[src/design/tlbla_pkg.sv]
// shared types and constants for the tlb lookup/fill/aging block
// item structs, opcodes, controller/datapath command and status
// no dependencies
`timescale 1ns / 1ps
`default_nettype none

package tlbla_pkg;

    localparam int ADDR_W   = 32;
    localparam int FRAME_W  = 20;
    localparam int AGE_W    = 16;
    localparam int TOTAL_W  = 32;
    localparam int OPCODE_W = 2;

    // ages are scanned in groups of this many entries
    localparam int GRP_SIZE = 8;

    localparam int DEF_ENTRIES          = 16;
    localparam int DEF_PAGE_OFFSET_BITS = 12;

    localparam logic [OPCODE_W-1:0] OP_LOOKUP = 2'd0;
    localparam logic [OPCODE_W-1:0] OP_FILL   = 2'd1;
    localparam logic [OPCODE_W-1:0] OP_INVAL  = 2'd2;

    typedef struct packed {
        logic [OPCODE_W-1:0] opcode;
        logic [ADDR_W-1:0]   vaddr;
        logic [FRAME_W-1:0]  frame;
    } req_item_t;

    typedef struct packed {
        logic               hit;
        logic [ADDR_W-1:0]  paddr;
        logic [TOTAL_W-1:0] misses;
        logic [TOTAL_W-1:0] accesses;
    } rsp_item_t;

    typedef struct packed {
        logic load;
        logic cmp;
        logic sel;
        logic upd;
    } dp_cmd_t;

    typedef struct packed {
        logic need_sel;
    } dp_stat_t;

endpackage

`default_nettype wire

[src/design/tlb_lookup_fill_aging.sv]
// flow: an accepted item passes compare and update before its result is
// registered, plus select (oldest-entry scan) for a fill into a full table;
// a new item is taken in the update state of the previous one if the output
// is free; the compare/update sequence of the shared entry array sets the pace
// reset: valid bits, ages and both totals clear at once, no clearing pass
`timescale 1ns / 1ps
`default_nettype none

// fully associative tlb top level, controller plus datapath
// depends on tlbla_pkg, tlbla_ctrl, tlbla_dp
module tlb_lookup_fill_aging
    import tlbla_pkg::*;
#(
    parameter int ENTRIES          = DEF_ENTRIES,
    parameter int PAGE_OFFSET_BITS = DEF_PAGE_OFFSET_BITS
) (
    input  wire logic      clk,
    input  wire logic      rst_n,
    // request item channel
    input  wire logic      req_valid,
    output logic           req_stall,
    input  wire req_item_t req,
    // response item channel
    output logic           rsp_valid,
    input  wire logic      rsp_stall,
    output rsp_item_t      rsp
);

    // command and status between sequencer and datapath
    dp_cmd_t  cmd;
    dp_stat_t stat;

    // sequencer: accepts an item when idle, or in the update state of the
    // previous one if the output is free; the response register decouples the
    // output side, so an item is taken from idle while a result waits
    tlbla_ctrl u_ctrl (
        .clk       (clk),
        .rst_n     (rst_n),
        .req_valid (req_valid),
        .req_stall (req_stall),
        .rsp_valid (rsp_valid),
        .rsp_stall (rsp_stall),
        .stat      (stat),
        .cmd       (cmd)
    );

    // datapath: compare cycle matches all tags in parallel, picks the first
    // free entry and reduces ages per group of eight; select cycle finishes
    // the oldest-entry search; update cycle writes ages, valids, tags, frame
    // store and the response register
    tlbla_dp #(
        .ENTRIES          (ENTRIES),
        .PAGE_OFFSET_BITS (PAGE_OFFSET_BITS)
    ) u_dp (
        .clk   (clk),
        .rst_n (rst_n),
        .req   (req),
        .cmd   (cmd),
        .stat  (stat),
        .rsp   (rsp)
    );

endmodule

`default_nettype wire

[src/design/tlbla_ram.sv]
// generic single-write, single-read ram with registered read data
// no dependencies
`timescale 1ns / 1ps
`default_nettype none

module tlbla_ram #(
    parameter int WIDTH = 8,
    parameter int DEPTH = 16
) (
    input  wire logic                     clk,
    input  wire logic                     we,
    input  wire logic [$clog2(DEPTH)-1:0] waddr,
    input  wire logic [WIDTH-1:0]         wdata,
    input  wire logic                     re,
    input  wire logic [$clog2(DEPTH)-1:0] raddr,
    output logic      [WIDTH-1:0]         rdata
);

    logic [WIDTH-1:0] mem [DEPTH];

    always_ff @(posedge clk)
    begin
        if (we)
        begin
            mem[waddr] <= wdata;
        end
        if (re)
        begin
            rdata <= mem[raddr];
        end
    end

endmodule

`default_nettype wire

[src/design/tlbla_ctrl.sv]
// sequencing state machine for the tlb: accept, compare, victim select, update
// depends on tlbla_pkg
`timescale 1ns / 1ps
`default_nettype none

module tlbla_ctrl
    import tlbla_pkg::*;
(
    input  wire logic     clk,
    input  wire logic     rst_n,
    input  wire logic     req_valid,
    output logic          req_stall,
    output logic          rsp_valid,
    input  wire logic     rsp_stall,
    input  wire dp_stat_t stat,
    output dp_cmd_t       cmd
);

    typedef enum logic [1:0] {
        S_IDLE,
        S_CMP,
        S_SEL,
        S_UPD
    } state_t;

    state_t state_reg;
    state_t state_next;
    logic   rsp_valid_reg;
    logic   rsp_valid_next;
    logic   out_free;
    logic   req_acc;

    // output register can take a new result this cycle
    assign out_free  = !rsp_valid_reg || !rsp_stall;
    assign req_stall = !((state_reg == S_IDLE) || ((state_reg == S_UPD) && out_free));
    assign req_acc   = req_valid && !req_stall;
    assign rsp_valid = rsp_valid_reg;

    always_comb
    begin
        cmd.load = req_acc;
        cmd.cmp  = (state_reg == S_CMP);
        cmd.sel  = (state_reg == S_SEL);
        cmd.upd  = (state_reg == S_UPD) && out_free;
    end

    always_comb
    begin
        state_next     = state_reg;
        rsp_valid_next = rsp_valid_reg;
        if (rsp_valid_reg && !rsp_stall)
        begin
            rsp_valid_next = 1'b0;
        end
        case (state_reg)
            S_IDLE:
            begin
                if (req_acc)
                begin
                    state_next = S_CMP;
                end
            end
            S_CMP:
            begin
                state_next = stat.need_sel ? S_SEL : S_UPD;
            end
            S_SEL:
            begin
                state_next = S_UPD;
            end
            S_UPD:
            begin
                if (out_free)
                begin
                    rsp_valid_next = 1'b1;
                    state_next     = req_acc ? S_CMP : S_IDLE;
                end
            end
            default:
            begin
                state_next = S_IDLE;
            end
        endcase
    end

    always_ff @(posedge clk or negedge rst_n)
    begin
        if (!rst_n)
        begin
            state_reg     <= S_IDLE;
            rsp_valid_reg <= 1'b0;
        end
        else
        begin
            state_reg     <= state_next;
            rsp_valid_reg <= rsp_valid_next;
        end
    end

    a_upd_gives_result: assert property (@(posedge clk) disable iff (!rst_n)
        cmd.upd |=> rsp_valid_reg)
        else $error("update did not present a result");

    a_one_phase: assert property (@(posedge clk) disable iff (!rst_n)
        $onehot0({cmd.cmp, cmd.sel, cmd.upd}))
        else $error("more than one datapath phase active");

    a_blocked_holds: assert property (@(posedge clk) disable iff (!rst_n)
        (state_reg == S_UPD) && !cmd.upd |=> (state_reg == S_UPD))
        else $error("left update while result register was blocked");

endmodule

`default_nettype wire

[src/design/tlbla_dp.sv]
// tlb datapath: entry registers, tag compare, age scan, counters, result register
// depends on tlbla_pkg and tlbla_ram (frame store)
`timescale 1ns / 1ps
`default_nettype none

module tlbla_dp
    import tlbla_pkg::*;
#(
    parameter int ENTRIES          = DEF_ENTRIES,
    parameter int PAGE_OFFSET_BITS = DEF_PAGE_OFFSET_BITS
) (
    input  wire logic      clk,
    input  wire logic      rst_n,
    input  wire req_item_t req,
    input  wire dp_cmd_t   cmd,
    output dp_stat_t       stat,
    output rsp_item_t      rsp
);

    localparam int IDX_W = $clog2(ENTRIES);
    localparam int TAG_W = ADDR_W - PAGE_OFFSET_BITS;
    localparam int GRP_N = (ENTRIES + GRP_SIZE - 1) / GRP_SIZE;
    localparam int PAD_N = GRP_N * GRP_SIZE;

    req_item_t          item_reg;
    logic [ENTRIES-1:0] valid_reg;
    logic [TAG_W-1:0]   tag_reg [ENTRIES];
    logic [AGE_W-1:0]   age_reg [ENTRIES];
    logic [TOTAL_W-1:0] miss_reg;
    logic [TOTAL_W-1:0] miss_next;
    logic [TOTAL_W-1:0] access_reg;
    logic [TOTAL_W-1:0] access_next;
    rsp_item_t          rsp_reg;
    rsp_item_t          rsp_next;

    logic [TAG_W-1:0]   tag_q;
    logic [ENTRIES-1:0] match;
    logic [ENTRIES-1:0] match_reg;
    logic               hit_reg;
    logic [IDX_W-1:0]   hit_idx;
    logic [IDX_W-1:0]   hit_idx_reg;
    logic [IDX_W-1:0]   free_idx;
    logic [IDX_W-1:0]   victim_reg;

    logic [AGE_W-1:0]   age_pad     [PAD_N];
    logic [AGE_W-1:0]   grp_age     [GRP_N];
    logic [IDX_W-1:0]   grp_idx     [GRP_N];
    logic [AGE_W-1:0]   grp_age_reg [GRP_N];
    logic [IDX_W-1:0]   grp_idx_reg [GRP_N];
    logic [AGE_W-1:0]   oldest_age;
    logic [IDX_W-1:0]   oldest_idx;

    logic [FRAME_W-1:0]        ram_rdata;
    logic [ADDR_W+FRAME_W-1:0] frame_shift;
    logic                      is_lookup;
    logic                      is_fill;
    logic                      is_inval;

    assign tag_q     = item_reg.vaddr[ADDR_W-1:PAGE_OFFSET_BITS];
    assign is_lookup = (item_reg.opcode == OP_LOOKUP);
    assign is_fill   = (item_reg.opcode == OP_FILL);
    assign is_inval  = (item_reg.opcode == OP_INVAL);

    // full table on a fill needs the age scan
    assign stat.need_sel = is_fill && (&valid_reg);

    always_ff @(posedge clk)
    begin
        if (cmd.load)
        begin
            item_reg <= req;
        end
    end

    // parallel tag compare, valid entries only
    always_comb
    begin
        for (int i = 0; i < ENTRIES; i++)
        begin
            match[i] = valid_reg[i] && (tag_reg[i] == tag_q);
        end
    end

    // lowest matching index and lowest free index
    always_comb
    begin
        hit_idx  = '0;
        free_idx = '0;
        for (int i = ENTRIES - 1; i >= 0; i--)
        begin
            if (match[i])
            begin
                hit_idx = IDX_W'(i);
            end
            if (!valid_reg[i])
            begin
                free_idx = IDX_W'(i);
            end
        end
    end

    // first pass of the age scan: best of each group, lowest index on ties
    genvar p;
    generate
        for (p = 0; p < PAD_N; p++)
        begin : g_pad
            if (p < ENTRIES)
            begin : g_real
                assign age_pad[p] = age_reg[p];
            end
            else
            begin : g_fill
                assign age_pad[p] = '0;
            end
        end
    endgenerate

    genvar g;
    generate
        for (g = 0; g < GRP_N; g++)
        begin : g_grp
            logic [AGE_W-1:0] best_age;
            logic [IDX_W-1:0] best_idx;

            always_comb
            begin
                best_age = age_pad[g*GRP_SIZE];
                best_idx = IDX_W'(g*GRP_SIZE);
                for (int k = 1; k < GRP_SIZE; k++)
                begin
                    if (age_pad[g*GRP_SIZE+k] > best_age)
                    begin
                        best_age = age_pad[g*GRP_SIZE+k];
                        best_idx = IDX_W'(g*GRP_SIZE+k);
                    end
                end
            end

            assign grp_age[g] = best_age;
            assign grp_idx[g] = best_idx;
        end
    endgenerate

    // second pass over the registered group winners
    always_comb
    begin
        oldest_age = grp_age_reg[0];
        oldest_idx = grp_idx_reg[0];
        for (int j = 1; j < GRP_N; j++)
        begin
            if (grp_age_reg[j] > oldest_age)
            begin
                oldest_age = grp_age_reg[j];
                oldest_idx = grp_idx_reg[j];
            end
        end
    end

    always_ff @(posedge clk)
    begin
        if (cmd.cmp)
        begin
            match_reg   <= match;
            hit_reg     <= |match;
            hit_idx_reg <= hit_idx;
            victim_reg  <= free_idx;
            for (int j = 0; j < GRP_N; j++)
            begin
                grp_age_reg[j] <= grp_age[j];
                grp_idx_reg[j] <= grp_idx[j];
            end
        end
        else if (cmd.sel)
        begin
            victim_reg <= oldest_idx;
        end
    end

    // frame store, read at the hit index during compare
    tlbla_ram #(
        .WIDTH (FRAME_W),
        .DEPTH (ENTRIES)
    ) u_frame_ram (
        .clk   (clk),
        .we    (cmd.upd && is_fill),
        .waddr (victim_reg),
        .wdata (item_reg.frame),
        .re    (cmd.cmp),
        .raddr (hit_idx),
        .rdata (ram_rdata)
    );

    // entry update
    always_ff @(posedge clk or negedge rst_n)
    begin
        if (!rst_n)
        begin
            valid_reg <= '0;
            for (int i = 0; i < ENTRIES; i++)
            begin
                age_reg[i] <= '0;
            end
        end
        else if (cmd.upd)
        begin
            for (int i = 0; i < ENTRIES; i++)
            begin
                case (item_reg.opcode)
                    OP_LOOKUP:
                    begin
                        if (valid_reg[i])
                        begin
                            if (hit_reg && (hit_idx_reg == IDX_W'(i)))
                            begin
                                age_reg[i] <= '0;
                            end
                            else if (age_reg[i] != {AGE_W{1'b1}})
                            begin
                                age_reg[i] <= age_reg[i] + 1'b1;
                            end
                        end
                    end
                    OP_FILL:
                    begin
                        if (victim_reg == IDX_W'(i))
                        begin
                            valid_reg[i] <= 1'b1;
                            age_reg[i]   <= '0;
                        end
                    end
                    OP_INVAL:
                    begin
                        if (match_reg[i])
                        begin
                            valid_reg[i] <= 1'b0;
                            age_reg[i]   <= '0;
                        end
                    end
                    default:
                    begin
                    end
                endcase
            end
        end
    end

    always_ff @(posedge clk)
    begin
        if (cmd.upd && is_fill)
        begin
            tag_reg[victim_reg] <= tag_q;
        end
    end

    // saturating totals
    always_comb
    begin
        miss_next   = miss_reg;
        access_next = access_reg;
        if (cmd.upd && is_fill && (miss_reg != {TOTAL_W{1'b1}}))
        begin
            miss_next = miss_reg + 1'b1;
        end
        if (cmd.upd && is_lookup && (access_reg != {TOTAL_W{1'b1}}))
        begin
            access_next = access_reg + 1'b1;
        end
    end

    always_ff @(posedge clk or negedge rst_n)
    begin
        if (!rst_n)
        begin
            miss_reg   <= '0;
            access_reg <= '0;
        end
        else
        begin
            miss_reg   <= miss_next;
            access_reg <= access_next;
        end
    end

    // result: frame bits above the address width drop out
    assign frame_shift = {{ADDR_W{1'b0}}, ram_rdata} << PAGE_OFFSET_BITS;

    always_comb
    begin
        rsp_next.hit      = hit_reg && (is_lookup || is_inval);
        rsp_next.paddr    = '0;
        rsp_next.misses   = miss_next;
        rsp_next.accesses = access_next;
        if (is_lookup && hit_reg)
        begin
            rsp_next.paddr = frame_shift[ADDR_W-1:0]
                | {{TAG_W{1'b0}}, item_reg.vaddr[PAGE_OFFSET_BITS-1:0]};
        end
    end

    always_ff @(posedge clk)
    begin
        if (cmd.upd)
        begin
            rsp_reg <= rsp_next;
        end
    end

    assign rsp = rsp_reg;

    a_fill_sets_valid: assert property (@(posedge clk) disable iff (!rst_n)
        cmd.upd && is_fill |=> valid_reg[$past(victim_reg)])
        else $error("fill did not validate its victim entry");

    a_hit_matches: assert property (@(posedge clk) disable iff (!rst_n)
        cmd.upd && is_lookup && hit_reg |-> match_reg[hit_idx_reg])
        else $error("hit index does not point at a matching entry");

    a_totals_grow: assert property (@(posedge clk) disable iff (!rst_n)
        1'b1 |=> (access_reg >= $past(access_reg)) && (miss_reg >= $past(miss_reg)))
        else $error("a saturating total went backwards");

endmodule

`default_nettype wire
[config.mk]
export PLATFORM = sky130hd
export DESIGN_NAME = tlb_lookup_fill_aging
export DESIGN_NICKNAME = d
export VERILOG_FILES = /design/src/design/tlbla_pkg.sv /design/src/design/tlb_lookup_fill_aging.sv /design/src/design/tlbla_ram.sv /design/src/design/tlbla_ctrl.sv /design/src/design/tlbla_dp.sv
export SDC_FILE = /design/constraint.sdc
export NUM_CORES = 2
export LEC_CHECK = 0
export BUFFER_PORTS_ARGS = -buffer_cell sky130_fd_sc_hd__buf_4
export CAP_MARGIN = 0
export CORE_UTILIZATION = 50
export DETAILED_ROUTE_END_ITERATION = 8
export PLACE_DENSITY = 0.69
export RECOVER_POWER = 25
export REMOVE_ABC_BUFFERS = 1
export SLEW_MARGIN = 25
export SYNTH_ARGS = -nofsm -noshare
export SYNTH_HDL_FRONTEND = slang
export SYNTH_HIERARCHICAL = 1
export SYNTH_SLANG_ARGS = --single-unit
[constraint.sdc]
create_clock -name clk -period 47.1 [get_ports clk]
set_input_delay 14.13 -clock clk [delete_from_list [all_inputs] [get_ports clk]]
set_output_delay 14.13 -clock clk [all_outputs]
set_load 0.005 [all_outputs]
==> out/qor.yml <==
sta:
  unrepaired_setup_endpoints_after_global_routing: "no"
  worst-slew-pin-transition_ps: 2500
  post-route-min-period_ps: 28920
  finalSetupTns_ps: 0
  clock_skew_ps: 42.7
  slew-limit-headroom: -0.670
  timing.final.crit_share: 0.614
  setup_violations: 0
  final_max_slew_viol_count: 490
  fmax_mhz: 34.6
  final_hold_viol_count: 0
global_routing:
  grt_pass1_vias: 38800
  grt_util_all_layers: 0.238
  grt_max_degree: 74
  grt_pass1_wl_um: 223000
  overflow: 0
  antenna_found_initial: 2
logic_synthesis:
  synth_edf_count: 874
  async_reset_ff_frac: 0.279
  synth_area_um2: 59500
  synth_flop_cell: "sky130_fd_sc_hd__edfxtp_1"
  ys_types: 87
  yosysTopAreaCellShare: 0.441
  post-synth-top-area-cell: "sky130_fd_sc_hd__edfxtp_1"
  yosysMostFrequentCell: "sky130_fd_sc_hd__edfxtp_1"
  synth_common_cells: "874 x sky130_fd_sc_hd__edfxtp_1, 471 x sky130_fd_sc_hd__o21ai_0, 405 x sky130_fd_sc_hd__nand2_1"
  syn_inst: 4968
  syn_avg_cell_area_um2: 12.0
  seq_area_frac_synth: 0.583
  netlist_top_cells_area: "sky130_fd_sc_hd__edfxtp_1 44%, sky130_fd_sc_hd__dfrtp_1 14%, sky130_fd_sc_hd__ha_1 5.4%"
  synth.yosys.warnings: 6
  postSynthRegisterBits: 1213
floorplan:
  chip_height_um: 347
  initial_core_util: 0.504
  row_count: 126
  die_w_um: 347
  io_pins: 157
  core_um2: 118000
  design.die.area_um2: 120000
clock_network:
  cts_setup_buffers: 0
  inserted_clock_buffers: 131
  clock_tree_from_tritoncts: "yes"
  cts_max_path_buffers: 3
  cts_hold_repair.buffers: 0
  clkLatencyLatePin_ps: 780
  cts-resized-gates: 0
  cts.root.buffer_cell: "sky130_fd_sc_hd__clkbuf_16"
  cts.clk_slew.worst_paths_ps: 60
  clkSinkCount: 1213
  clock_tree.htree_level_count: 4
placement:
  hpwl_um: 92700
  portBuffers: 156
  gp_congestion: 0.885
cells_and_area:
  final_layout_size_suffix_gt1_frac: 0.114
  final_net_count: 5494
  filler_cell_count: 9451
  sequential_cell_area_um2: 34700
  syn_to_final_growth_pct: 12.9
  area_used_by_multi_input_combinational_logic_um2: 23400
detailed_routing:
  drt_pass1_iterations: 6
  drt_iter0_drc: 4056
  detail_route.wirelength_um: 143000
  detailroute.via_count: 40200
  drc: 0
  ant_nets: 0
  avgViaCountPerCell: 5.89
  wl_per_cell_um: 21.0
run_status:
  violations: "capacitance limit, slew limit"
  status: "finished, violations left"
flow_run:
  max_cap_viol_count: 17
worst_setup_path:
  endpoint_kind: "output pin"
  ff2ff_path_depth: 77
  crit_path_start_kind: "input pin"
  ff2ff_setup_slack_ps: 27820
  worstSetupPathType: "in -> out"
  critPathMaxFanout: 4
  critical_path_arrival_ps: 14790
  critical_path.reg2reg.startpoint: "u_dp/age_pad[118]"
  timing.critical_path.required_ps: 32970
  timing.rr.end: "u_dp/grp_idx_reg[0][6]"
worst_hold_path:
  hold_depth: 1
  min-delay-path-class: "reg -> reg"
  hold_end: "u_dp/access_reg[28]"
  timing.hold.worst.start: "u_dp/access_reg[28]"
cell families (layout without fill, tap and decap cells):
kind of cell / count (synthesis) / after routing / share of synthesized area
multiplexers: 198 / 198 / 0.0520
AND/OR/NAND/NOR: 1461 / 1461 / 0.118
adder cells (fa/ha/maj): 258 / 258 / 0.0542
flip-flops: 1213 / 1213 / 0.583
buffers and inverters: 405 / 719 / 0.0271
XOR/XNOR: 407 / 407 / 0.0599
other: 0 / 1 / 0
AO/OA/AOI/OAI: 1026 / 1026 / 0.105
per-layer routing:
layer / vias to the layer above / global-route usage / routed length, um
li1: 18800 / - / -
met1: 19800 / 0.336 / 62800
met2: 1306 / 0.375 / 66900
met3: 200 / 0.0401 / 10000
met4: 0 / 0.0733 / 3510
met5: - / 0 / 0
worst max path at each step:
| stage | slack, ps | cells past startpoint | startpoint | to |
|---|---|---|---|---|
| after floorplan | 18570 | 2 | rsp_stall | req_stall |
| after global placement | 18150 | 4 | rsp_stall | req_stall |
| after detailed placement | 18160 | 4 | rsp_stall | req_stall |
| after CTS | 18160 | 4 | rsp_stall | req_stall |
| after global routing | 18140 | 4 | rsp_stall | req_stall |
| final | 18180 | 4 | rsp_stall | req_stall |
worst max-delay path: stages:
cell and delay, ps:
sky130_fd_sc_hd__buf_4 100, sky130_fd_sc_hd__nand2_1 90, sky130_fd_sc_hd__a21oi_1 300, sky130_fd_sc_hd__buf_4 170
through the flow:
| step | instances | util | area, um^2 | setup slack, ps | hold slack [ps] |
|---|---|---|---|---|---|
| finish | 6819 | 0.569 | 67200 | 18180 | 488 |
| global route | 6818 | 0.569 | 67200 | 18140 | 510 |
| CTS | 6817 | 0.570 | 67300 | 18160 | 487 |
| detailed placement | 6580 | 0.533 | 62900 | 18160 | 477 |
| global placement | 6579 | 0.533 | 62900 | 18150 | 463 |
| floorplan | 4768 | - | 58700 | 18570 | 446 |
placed cells by master, fill, tap and decap left out, types with 17 or more instances in the layout:
master,instances
sky130_fd_sc_hd__a21o_1,62
sky130_fd_sc_hd__a21oi_1,132
sky130_fd_sc_hd__a22oi_1,56
sky130_fd_sc_hd__a31oi_1,45
sky130_fd_sc_hd__and2_1,35
sky130_fd_sc_hd__and3_1,158
sky130_fd_sc_hd__buf_4,249
sky130_fd_sc_hd__clkbuf_1,53
sky130_fd_sc_hd__clkbuf_16,133
sky130_fd_sc_hd__clkinv_1,18
sky130_fd_sc_hd__clkinv_2,22
sky130_fd_sc_hd__dfrtp_1,339
sky130_fd_sc_hd__edfxtp_1,874
sky130_fd_sc_hd__ha_1,257
sky130_fd_sc_hd__inv_1,204
sky130_fd_sc_hd__mux2i_1,94
sky130_fd_sc_hd__mux4_2,64
sky130_fd_sc_hd__nand2_1,405
sky130_fd_sc_hd__nand2b_1,47
sky130_fd_sc_hd__nand3_1,123
sky130_fd_sc_hd__nand4_1,126
sky130_fd_sc_hd__nor2_1,359
sky130_fd_sc_hd__nor2b_1,29
sky130_fd_sc_hd__nor3_1,39
sky130_fd_sc_hd__nor4_1,59
sky130_fd_sc_hd__o2111ai_1,17
sky130_fd_sc_hd__o211ai_1,26
sky130_fd_sc_hd__o21a_1,29
sky130_fd_sc_hd__o21ai_0,471
sky130_fd_sc_hd__o21ai_1,17
sky130_fd_sc_hd__o22ai_1,21
sky130_fd_sc_hd__o31ai_1,33
sky130_fd_sc_hd__or2_2,18
sky130_fd_sc_hd__xnor2_1,240
sky130_fd_sc_hd__xor2_1,167
cell type report:
cell class / instances / area share
flip-flops and latches: 1213 / 0.517
diodes: 1 / 0.0000372
clock inverters: 69 / 0.0127
multi-input cells: 3350 / 0.348
inverters: 205 / 0.0114
well taps: 1536 / 0.0286
clock buffers: 168 / 0.0524
repair buffers: 277 / 0.0301
Power is left out: the tool's default activity adds up to more than one toggle a clock period on the data nets, which glitch-free logic cannot reach.
